==> config.mk <==
export PLATFORM = sky130hd
export DESIGN_NAME = fte_alu
export DESIGN_NICKNAME = d
export VERILOG_FILES = /design/src/fte_pkg.sv /design/src/fte_alu.sv
export SDC_FILE = /design/constraint.sdc
export NUM_CORES = 1
export LEC_CHECK = 0
export ABC_AREA = 1
export BUFFER_PORTS_ARGS = -buffer_cell sky130_fd_sc_hd__buf_2
export CORE_ASPECT_RATIO = 0.75
export CORE_MARGIN = 1.5
export CORE_UTILIZATION = 50
export DETAILED_ROUTE_END_ITERATION = 8
export MAX_ROUTING_LAYER = met4
export PLACE_DENSITY = 0.76
export RECOVER_POWER = 50
export SLEW_MARGIN = 20
export SYNTH_ARGS = -nofsm -noshare
export SYNTH_HDL_FRONTEND = slang
export SYNTH_SLANG_ARGS = --single-unit
==> constraint.sdc <==
create_clock -name vclk -period 4.8
set_input_delay 0.96 -clock vclk [all_inputs]
set_output_delay 0.96 -clock vclk [all_outputs]
set_load 0.005 [all_outputs]
==> src/fte_pkg.sv <==
package fte_pkg;

  // Fixed field widths of the item and result words.
  localparam int unsigned POS_W  = 11;
  localparam int unsigned PTR_W  = POS_W + 1;  // walk pointers reach up to twice the size
  localparam int unsigned FUNC_W = 3;
  localparam int unsigned VAL_W  = 32;
  localparam int unsigned SUM_W  = 32;

  localparam logic [POS_W-1:0] SIZE_RESET = 11'd1024;

  // Register index decoded from paddr[2].
  localparam logic REG_SIZE_IN_USE = 1'b0;

  typedef enum logic [FUNC_W-1:0] {
    FUNC_ADD    = 3'd0,
    FUNC_PREFIX = 3'd1,
    FUNC_RANGE  = 3'd2,
    FUNC_LOWER  = 3'd3,
    FUNC_UPPER  = 3'd4,
    FUNC_CLEAR  = 3'd5
  } fte_func_e;

  typedef enum logic [5:0] {
    ST_IDLE      = 6'b000001,
    ST_CLEAR     = 6'b000010,
    ST_WALK      = 6'b000100,
    ST_BND_ISSUE = 6'b001000,
    ST_BND_USE   = 6'b010000,
    ST_RESP      = 6'b100000
  } fte_state_e;

  typedef struct packed {
    logic [FUNC_W-1:0]      func;
    logic [POS_W-1:0]       position;
    logic [POS_W-1:0]       position_low;
    logic signed [VAL_W-1:0] value;
  } fte_in_t;

  typedef struct packed {
    logic signed [SUM_W-1:0] sum;
    logic [POS_W-1:0]        index;
    logic                    error;
  } fte_out_t;

  // Compare flags of a subtraction a - b, both operands signed.
  typedef struct packed {
    logic b_lt_a;
    logic b_le_a;
  } fte_cmp_t;

  // Largest power of two not above n.
  function automatic logic [PTR_W-1:0] top_pow2(input logic [POS_W-1:0] n);
    logic [PTR_W-1:0] r;
    r = '0;
    for (int i = 0; i < POS_W; i++) begin
      if (n[i]) begin
        r = PTR_W'(1) << i;
      end
    end
    return r;
  endfunction

endpackage

==> src/fte_alu.sv <==
module fte_alu
  import fte_pkg::*;
#(
  parameter int unsigned WIDTH = 32
) (
  input  logic [WIDTH-1:0] a_i,
  input  logic [WIDTH-1:0] b_i,
  input  logic             sub_i,
  output logic [WIDTH-1:0] res_o,
  output fte_cmp_t         cmp_o
);

  logic [WIDTH:0] a_ext;
  logic [WIDTH:0] b_ext;
  logic [WIDTH:0] r_ext;

  // One extra bit keeps the signed difference exact.
  assign a_ext = {a_i[WIDTH-1], a_i};
  assign b_ext = {b_i[WIDTH-1], b_i};
  assign r_ext = sub_i ? (a_ext - b_ext) : (a_ext + b_ext);

  assign res_o        = r_ext[WIDTH-1:0];
  assign cmp_o.b_le_a = ~r_ext[WIDTH];
  assign cmp_o.b_lt_a = ~r_ext[WIDTH] & (|r_ext);

endmodule

==> results.toml, run 1 <==
[floorplanning]
start_util_pct = 52.5
die_x_microns = 101
core_area_sq_mm = 0.00690
die_y_microns = 76.7
ios = 99
row_count = 26
die_area_sq_mm = 0.00777

[placement]
io_buffer_count = 99
dp.cells = 980
hpwlAfterDp_mm = 10.8
place_congestion = 0.961

[cells_and_area]
finalNonFillerCells = 989
nNetsFinal = 992
n_clock_buffer = 0
fill_cells = 639
nFlopsAndLatches = 0
insertedDiodeCount = 0
area_delta_synth_final_pct = 40.3
regArea_sq_um = 0
drive_above_1_share_pct = 32.1

[critical_path]
critPathKind = "in -> out"
critPathCaptureType = "primary output"
cp-start-kind = "input port"
cp_max_fo = 3
cp.required_ns = 3.84
critPathLaunch = "b_i[2]"
critical_path_arrival_ns = 4.13
slowest_delay_ns = 0.36
crit_slowest_cell = "ha_1"

[run_status]
failed_checks = "negative setup slack"
status = "complete, but fails checks"

[global_route]
grt_max_degree = 16
grt_pass1_vias = 4449
grt_use_total_pct = 32.9
grt_pass1_wl_mm = 20.4
grt_overflow = 0
antenna_found_initial = 0

[power_and_ir_drop]
vdd_drop_max_mv = 0.0734
p_per_area_mw_per_mm2 = 190
leakage_nw = 3.08

[yosys]
synth-compound-area-share_pct = 7.29
synth_warnings = 0
synthSimpleGateAreaFrac_pct = 54.6
ys_top_cells_by_area = "nand2_1, inv_1, ha_1, nor2_1, xor2_1"
synthMuxAreaShare_pct = 0
yosysSeqAreaShare_pct = 0
yosysMostFrequentCell = "nand2_1"
synth_area_leader_cell = "nand2_1"
synth-adder-area-share_pct = 12.0
synth_top_family_by_area = "simple AND/OR/NAND/NOR gates"
synth.top_cell.area_share_pct = 27.5
synth_xor_area_share_pct = 8.95
syn_inst = 722
synth.distinct_cells = 34
synth_area_sq_mm = 0.00362
syn_area_per_cell_sq_um = 5.02
synth_nets = 821
yosys-top-cells-count = "nand2_1, inv_1, nor2_1"

[worst_hold_path]
hold_path_class = "in -> out"
worstHoldStart = "a_i[1]"
holdPathStages = 3

[sta]
hold_viol = 0
period_needed_ns = 5.09
post-route-period-util_pct = 106
tightest_slew_ns = 0.563
drv_slew = 0
fin_ws_ns = -0.292
fmax_mhz = 196
whs_ns = 2.34
rsz0062_at_grt = "yes"
maxSlewHeadroom_pct = 62.0
finalSetupViolCount = 4

[detailed_routing]
antenna_left = 0
first_pass_iters = 5
viasPerCell = 5.00
routed_wl_mm = 13.0
drc = 0
drt_iter0_drc = 341
vias = 4943
drt-wirelength-per-cell_microns = 13.1

[job]
maxCapViolations = 0

[clocking]
hold_buffers = 0
==> layer usage <==
metal  track usage, %  part of all wire [%]  vias up
met3            0.729                   7.0       31
met5                -                     0        -
met2             48.3                    42      221
met4             3.75                   1.9        0
li1                 -                     -     2523
met1             51.0                    49     2168
==> worst max-delay path, delay by kind of cell <==
kind | cells | cell delay, ns
AND/OR/NAND/NOR | 15 | 1.57
AO/OA/AOI/OAI | 4 | 0.51
buffers and inverters | 6 | 0.49
adder cells (fa/ha/maj) | 1 | 0.36
XOR/XNOR | 1 | 0.25
==> timing repair <==
| action | 4_1_cts | 5_1_grt |
|---|---|---|
| resized for setup | 21 | 78 |
| buffers inserted | 1 | 8 |
| pin swaps | 6 | 43 |
| endpoints found under the setup margin | 5 | 13 |
==> placed cells by master, fill, tap and decap left out, types with 11 or more instances in the layout <==
cell     synthesis  routed
nand2_1        265     255
inv_1          154     151
buf_2            1      90
buf_4            0      68
nor2_1          73      56
nand3_1         33      34
nand2_2         19      28
nor2_2          13      26
ha_1            33      23
xor2_1          20      19
xnor2_1         17      16
a21oi_2          1      11
==> per-stage QoR <==
stage	TNS (ns)	utilization, %	cell area, sq um	power (W)	setup slack (ns)
after floorplan	0	-	3620	0.000490	0.352
after global placement	-0.536	68.2	4700	0.000839	-0.380
after detailed placement	-0.618	68.2	4700	0.000853	-0.352
after CTS	-0.226	69.0	4760	0.000868	-0.176
after global routing	-1.91	73.7	5080	0.00106	-0.546
final	-0.539	73.7	5080	0.000965	-0.292
==> worst paths after layout <==
kind | end
setup / recovery | cmp_o[1]
hold / removal | res_o[1]
==> power by group <==
group	switching (W)	total (W)	internal (W)
clock network	0	0	0
registers	0	0	0
logic	0.000553	0.000965	0.000412
total	0.000553	0.000965	0.000412
==> cells by family after synthesis <==
| family | Yosys count |
|---|---|
| AND/OR/NAND/NOR | 442 |
| adder cells (fa/ha/maj) | 34 |
| AO/OA/AOI/OAI | 43 |
| buffers and inverters | 166 |
| XOR/XNOR | 37 |
==> layout make-up <==
type / count / area (sq um) / share of cell area, %
Timing Repair Buffer: 171 / 1080 / 21.2
Inverter: 164 / 628 / 12.4
Multi-Input combinational cell: 556 / 3250 / 64.0
Tap cell: 98 / 123 / 2.41
(Power assumes the default switching activity.)
==> run 2, diff against run 1 <==
==> constraint.sdc (replaced) <==
create_clock -name vclk -period 4.8
set_input_delay 0.24 -clock vclk [all_inputs]
set_output_delay 0.24 -clock vclk [all_outputs]
set_load 0.005 [all_outputs]
==> results.toml, run 2 (synthesis gave the netlist of run 1 again) <==
[cells_and_area]
final_common_cell = "nand2_1"
regArea_sq_um = 0
design_area_sq_mm = 0.00418
area_delta_synth_final_pct = 15.4
fill_cells = 784
nNetsFinal = 920
drive_above_1_share_pct = 17.8
n_clock_buffer = 0
final_cell_mix = "nand2_1, inv_1, buf_2"
multi_input_area_sq_mm = 0.00295
nFlopsAndLatches = 0
utilization_pct = 60.6
finalNonFillerCells = 917
insertedDiodeCount = 0

[detailed_routing]
routed_wl_mm = 11.6
drt-wirelength-per-cell_microns = 12.7
drt_iter0_drc = 320
vias = 4594
first_pass_iters = 6
antenna_left = 0
drc = 0
viasPerCell = 5.01

[sta]
rsz0062_at_grt = "no"
maxSlewHeadroom_pct = 63.7
hold_viol = 0
fmax_mhz = 256
finalSetupViolCount = 0
drv_slew = 0
tightest_slew_ns = 0.542
fin_setup_tns_ns = 0
fin_ws_ns = 0.901
period_needed_ns = 3.90
post-route-period-util_pct = 81.2

[floorplanning]
core_area_sq_mm = 0.00690
die_y_microns = 76.7
ios = 99
row_count = 26
start_util_pct = 52.5
die_area_sq_mm = 0.00777
die_x_microns = 101

[placement]
place_ws_ns = 1.04
hpwlAfterDp_mm = 10.5
place_congestion = 0.951
io_buffer_count = 99
placed_cell_area_sq_mm = 0.00423
dp.cells = 917

[power_and_ir_drop]
vdd_drop_max_mv = 0.0701
p_sw_w = 0.000478
leakage_nw = 2.69
combPwrFrac_pct = 100.0
p_per_area_mw_per_mm2 = 179
swShare_pct = 63.9
clock_power_share_pct = 0
seq_power_share_pct = 0
internal_power_w = 0.000270

[critical_path]
path_delay_family = "simple AND/OR/NAND/NOR gates"
slowest_delay_ns = 0.52
crit_end = "cmp_o[1]"
critPathCaptureType = "primary output"
cp_cell_sequence = "buf_2 > clkinv_1 > nand2_1 > xor2_1 > inv_1 > ha_1 > nand2_1 > nand2_1 > inv_1 > nand2_1 > nand3_1 > nand3b_1 > xnor2_1 > nand2_1 > nor2_1 > nand2_1 > nor2_1 > nand3_1 > nand2_1 > inv_1 > buf_2"
cp_num_buf_inv = 6
critical_path_arrival_ns = 3.66
critPathLaunch = "sub_i"
crit_top_cell = "nand2_1"
crit_slowest_cell = "clkinv_1"
path_depth = 21
critPathKind = "in -> out"
cp_max_fo = 18
cp-start-kind = "input port"
cp.required_ns = 4.56

[clocking]
postCtsSetupBuffers = 0
hold_buffers = 0
post_cts_resized = 0

[global_route]
antenna_found_initial = 0
grt_use_total_pct = 30.6
grt_pass1_wl_mm = 18.7
grt_max_degree = 19
grt_pass1_vias = 3878
grt_overflow = 0

[worst_hold_path]
worstHoldStart = "a_i[1]"
hold_path_class = "in -> out"

[job]
maxCapViolations = 0

[run_status]
status = "finished, final reports clean"
run 2: changes by cell type in the layout (fill, tap and decap cells not counted), moves of 11 or more:
cell,delta
nor2_1,+20
nand2_1,+15
nand2_2,-14
nor2_2,-16
buf_4,-68
a21oi_1,+11
run 2: worst min-delay path by stage:
stage                    end  depth (start not counted)
floorplan           res_o[0]                          2
global placement    res_o[1]                          3
finish              res_o[1]                          3
global route        res_o[1]                          3
detailed placement  res_o[0]                          4
CTS                 res_o[0]                          4
run 2: layout make-up:
type	count	area share [%]
well taps	98	2.93
inverters	164	14.7
repair buffers	99	11.8
multi-input cells	556	70.5
run 2: layer usage:
metal / part of all wire (%) / global-route usage (%)
met5: 0 / -
met3: 10 / 1.46
met1: 51 / 49.9
met4: 0.80 / 2.08
met2: 38 / 41.9
run 2: power by group through the flow:
| stage | Clock [W] | Combinational, W | Sequential (W) |
|---|---|---|---|
| after CTS | 0 | 0.000742 | 0 |
| after global placement | 0 | 0.000732 | 0 |
| after floorplan | 0 | 0.000490 | 0 |
| after global routing | 0 | 0.000833 | 0 |
| final | 0 | 0.000748 | 0 |
| after detailed placement | 0 | 0.000740 | 0 |
run 2: per-stage QoR:
| stage | hold slack, ns | power [W] |
|---|---|---|
| floorplan | 0.635 | 0.000490 |
| CTS | 0.875 | 0.000742 |
| finish | 0.878 | 0.000748 |
| global route | 0.931 | 0.000833 |
| detailed placement | 0.868 | 0.000740 |
| global placement | 0.868 | 0.000732 |
==> run 3, diff against run 2 <==
- clock period: 4.8 -> 4 ns (I/O delays scaled with it)
==> results.toml, run 3 (synthesis gave the netlist of run 1 again) <==
[worst_hold_path]
worstHoldEndpoint = "res_o[1]"
hold_path_class = "in -> out"
worstHoldStart = "a_i[1]"
holdPathStages = 3

[cells_and_area]
nFlopsAndLatches = 0
n_clock_buffer = 0
fill_cells = 748
final_cell_mix = "nand2_1, inv_1, buf_2"
nNetsFinal = 922
regArea_sq_um = 0
insertedDiodeCount = 0
drive_above_1_share_pct = 18.8
multi_input_area_sq_mm = 0.00299
area_delta_synth_final_pct = 17.0
final_common_cell = "nand2_1"

[power_and_ir_drop]
p_per_area_mw_per_mm2 = 215
leakage_nw = 2.71
vdd_drop_max_mv = 0.0824

[sta]
fmax_mhz = 274
hold_viol = 0
post-route-period-util_pct = 91.3
tightest_slew_ns = 0.411
finalSetupViolCount = 0
period_needed_ns = 3.65
maxSlewHeadroom_pct = 72.3
rsz0062_at_grt = "no"
fin_setup_tns_ns = 0
fin_ws_ns = 0.349
drv_slew = 0

[floorplanning]
row_count = 26
ios = 99
start_util_pct = 52.5
die_y_microns = 76.7
core_area_sq_mm = 0.00690
die_area_sq_mm = 0.00777
die_x_microns = 101

[global_route]
grt_overflow = 0
grt_use_total_pct = 31.9
grt_max_degree = 16
antenna_found_initial = 0
grt_pass1_wl_mm = 19.3
grt_pass1_vias = 3958

[placement]
place_ws_ns = 0.337
hpwlAfterDp_mm = 10.7
io_buffer_count = 99
place_congestion = 1.00

[run_status]
status = "finished, final reports clean"

[detailed_routing]
drt-wirelength-per-cell_microns = 13.0
viasPerCell = 4.97
drt_iter0_drc = 408
vias = 4570
routed_wl_mm = 11.9
drc = 0
antenna_left = 0
first_pass_iters = 5

[critical_path]
critical_path_arrival_ns = 3.45
cp_max_fo = 6
critPathKind = "in -> out"
cp.required_ns = 3.80
critPathCaptureType = "primary output"
cp-start-kind = "input port"

[job]
maxCapViolations = 0

[clocking]
hold_buffers = 0
==> run 3: cell type report <==
class | count | area share [%]
Multi-Input combinational cell | 556 | 70.6
Tap cell | 98 | 2.89
Inverter | 164 | 14.5
Timing Repair Buffer | 101 | 12.0
==> run 3: stage by stage <==
step	hold slack, ns	total power (W)	area, sq um	util (%)	std cells
after global routing	0.846	0.00102	4240	61.4	919
after floorplan	0.555	0.000588	3620	-	722
after CTS	0.798	0.000895	4250	61.6	919
final	0.793	0.000912	4240	61.4	919
after detailed placement	0.798	0.000892	4250	61.6	919
after global placement	0.788	0.000883	4250	61.6	919
==> run 3: worst max path at each step <==
stage / to / slack (ns) / start
after global routing: cmp_o[1] / 0.02 / b_i[0]
after CTS: cmp_o[1] / 0.33 / b_i[0]
final: cmp_o[1] / 0.35 / b_i[0]
after floorplan: cmp_o[1] / 1.07 / b_i[1]
after global placement: cmp_o[1] / 0.38 / b_i[0]
after detailed placement: cmp_o[1] / 0.34 / b_i[0]
==> run 3: routing by layer <==
layer	vias up	part of all wire, %	track usage (%)
met3	13	12	5.38
met4	0	0.83	2.08
met5	-	0	-
met2	220	37	42.8
met1	1959	50	50.5
li1	2378	-	-
==> run 3: report_power, final <==
group / leakage, nW / switching [W] / total [W] / internal [W]
combinational: 2.71 / 0.000581 / 0.000912 / 0.000331
sequential: 0 / 0 / 0 / 0
clock: 0 / 0 / 0 / 0
==> run 3: critical path: stages <==
cell	delay [ns]
clkbuf_1	0.10
inv_2	0.07
ha_1	0.21
nand3_4	0.10
nor3_4	0.16
nand2_2	0.10
nor2_4	0.14
nand3b_4	0.10
o21ai_4	0.20
o21ai_0	0.14
xnor2_1	0.16
ha_1	0.36
nand2_1	0.11
nor2_1	0.27
nand2_1	0.14
nor2_1	0.12
nand2_1	0.07
nand3_1	0.09
nand2_1	0.09
nor2_1	0.11
nand2_1	0.06
nor2_1	0.08
nand3_1	0.07
nand2_1	0.06
inv_1	0.03
buf_2	0.12
==> run 3: what timing repair did <==
action,in CTS,in global routing
setup endpoints to repair,0,1
resized for setup,0,7
setup buffers,0,0
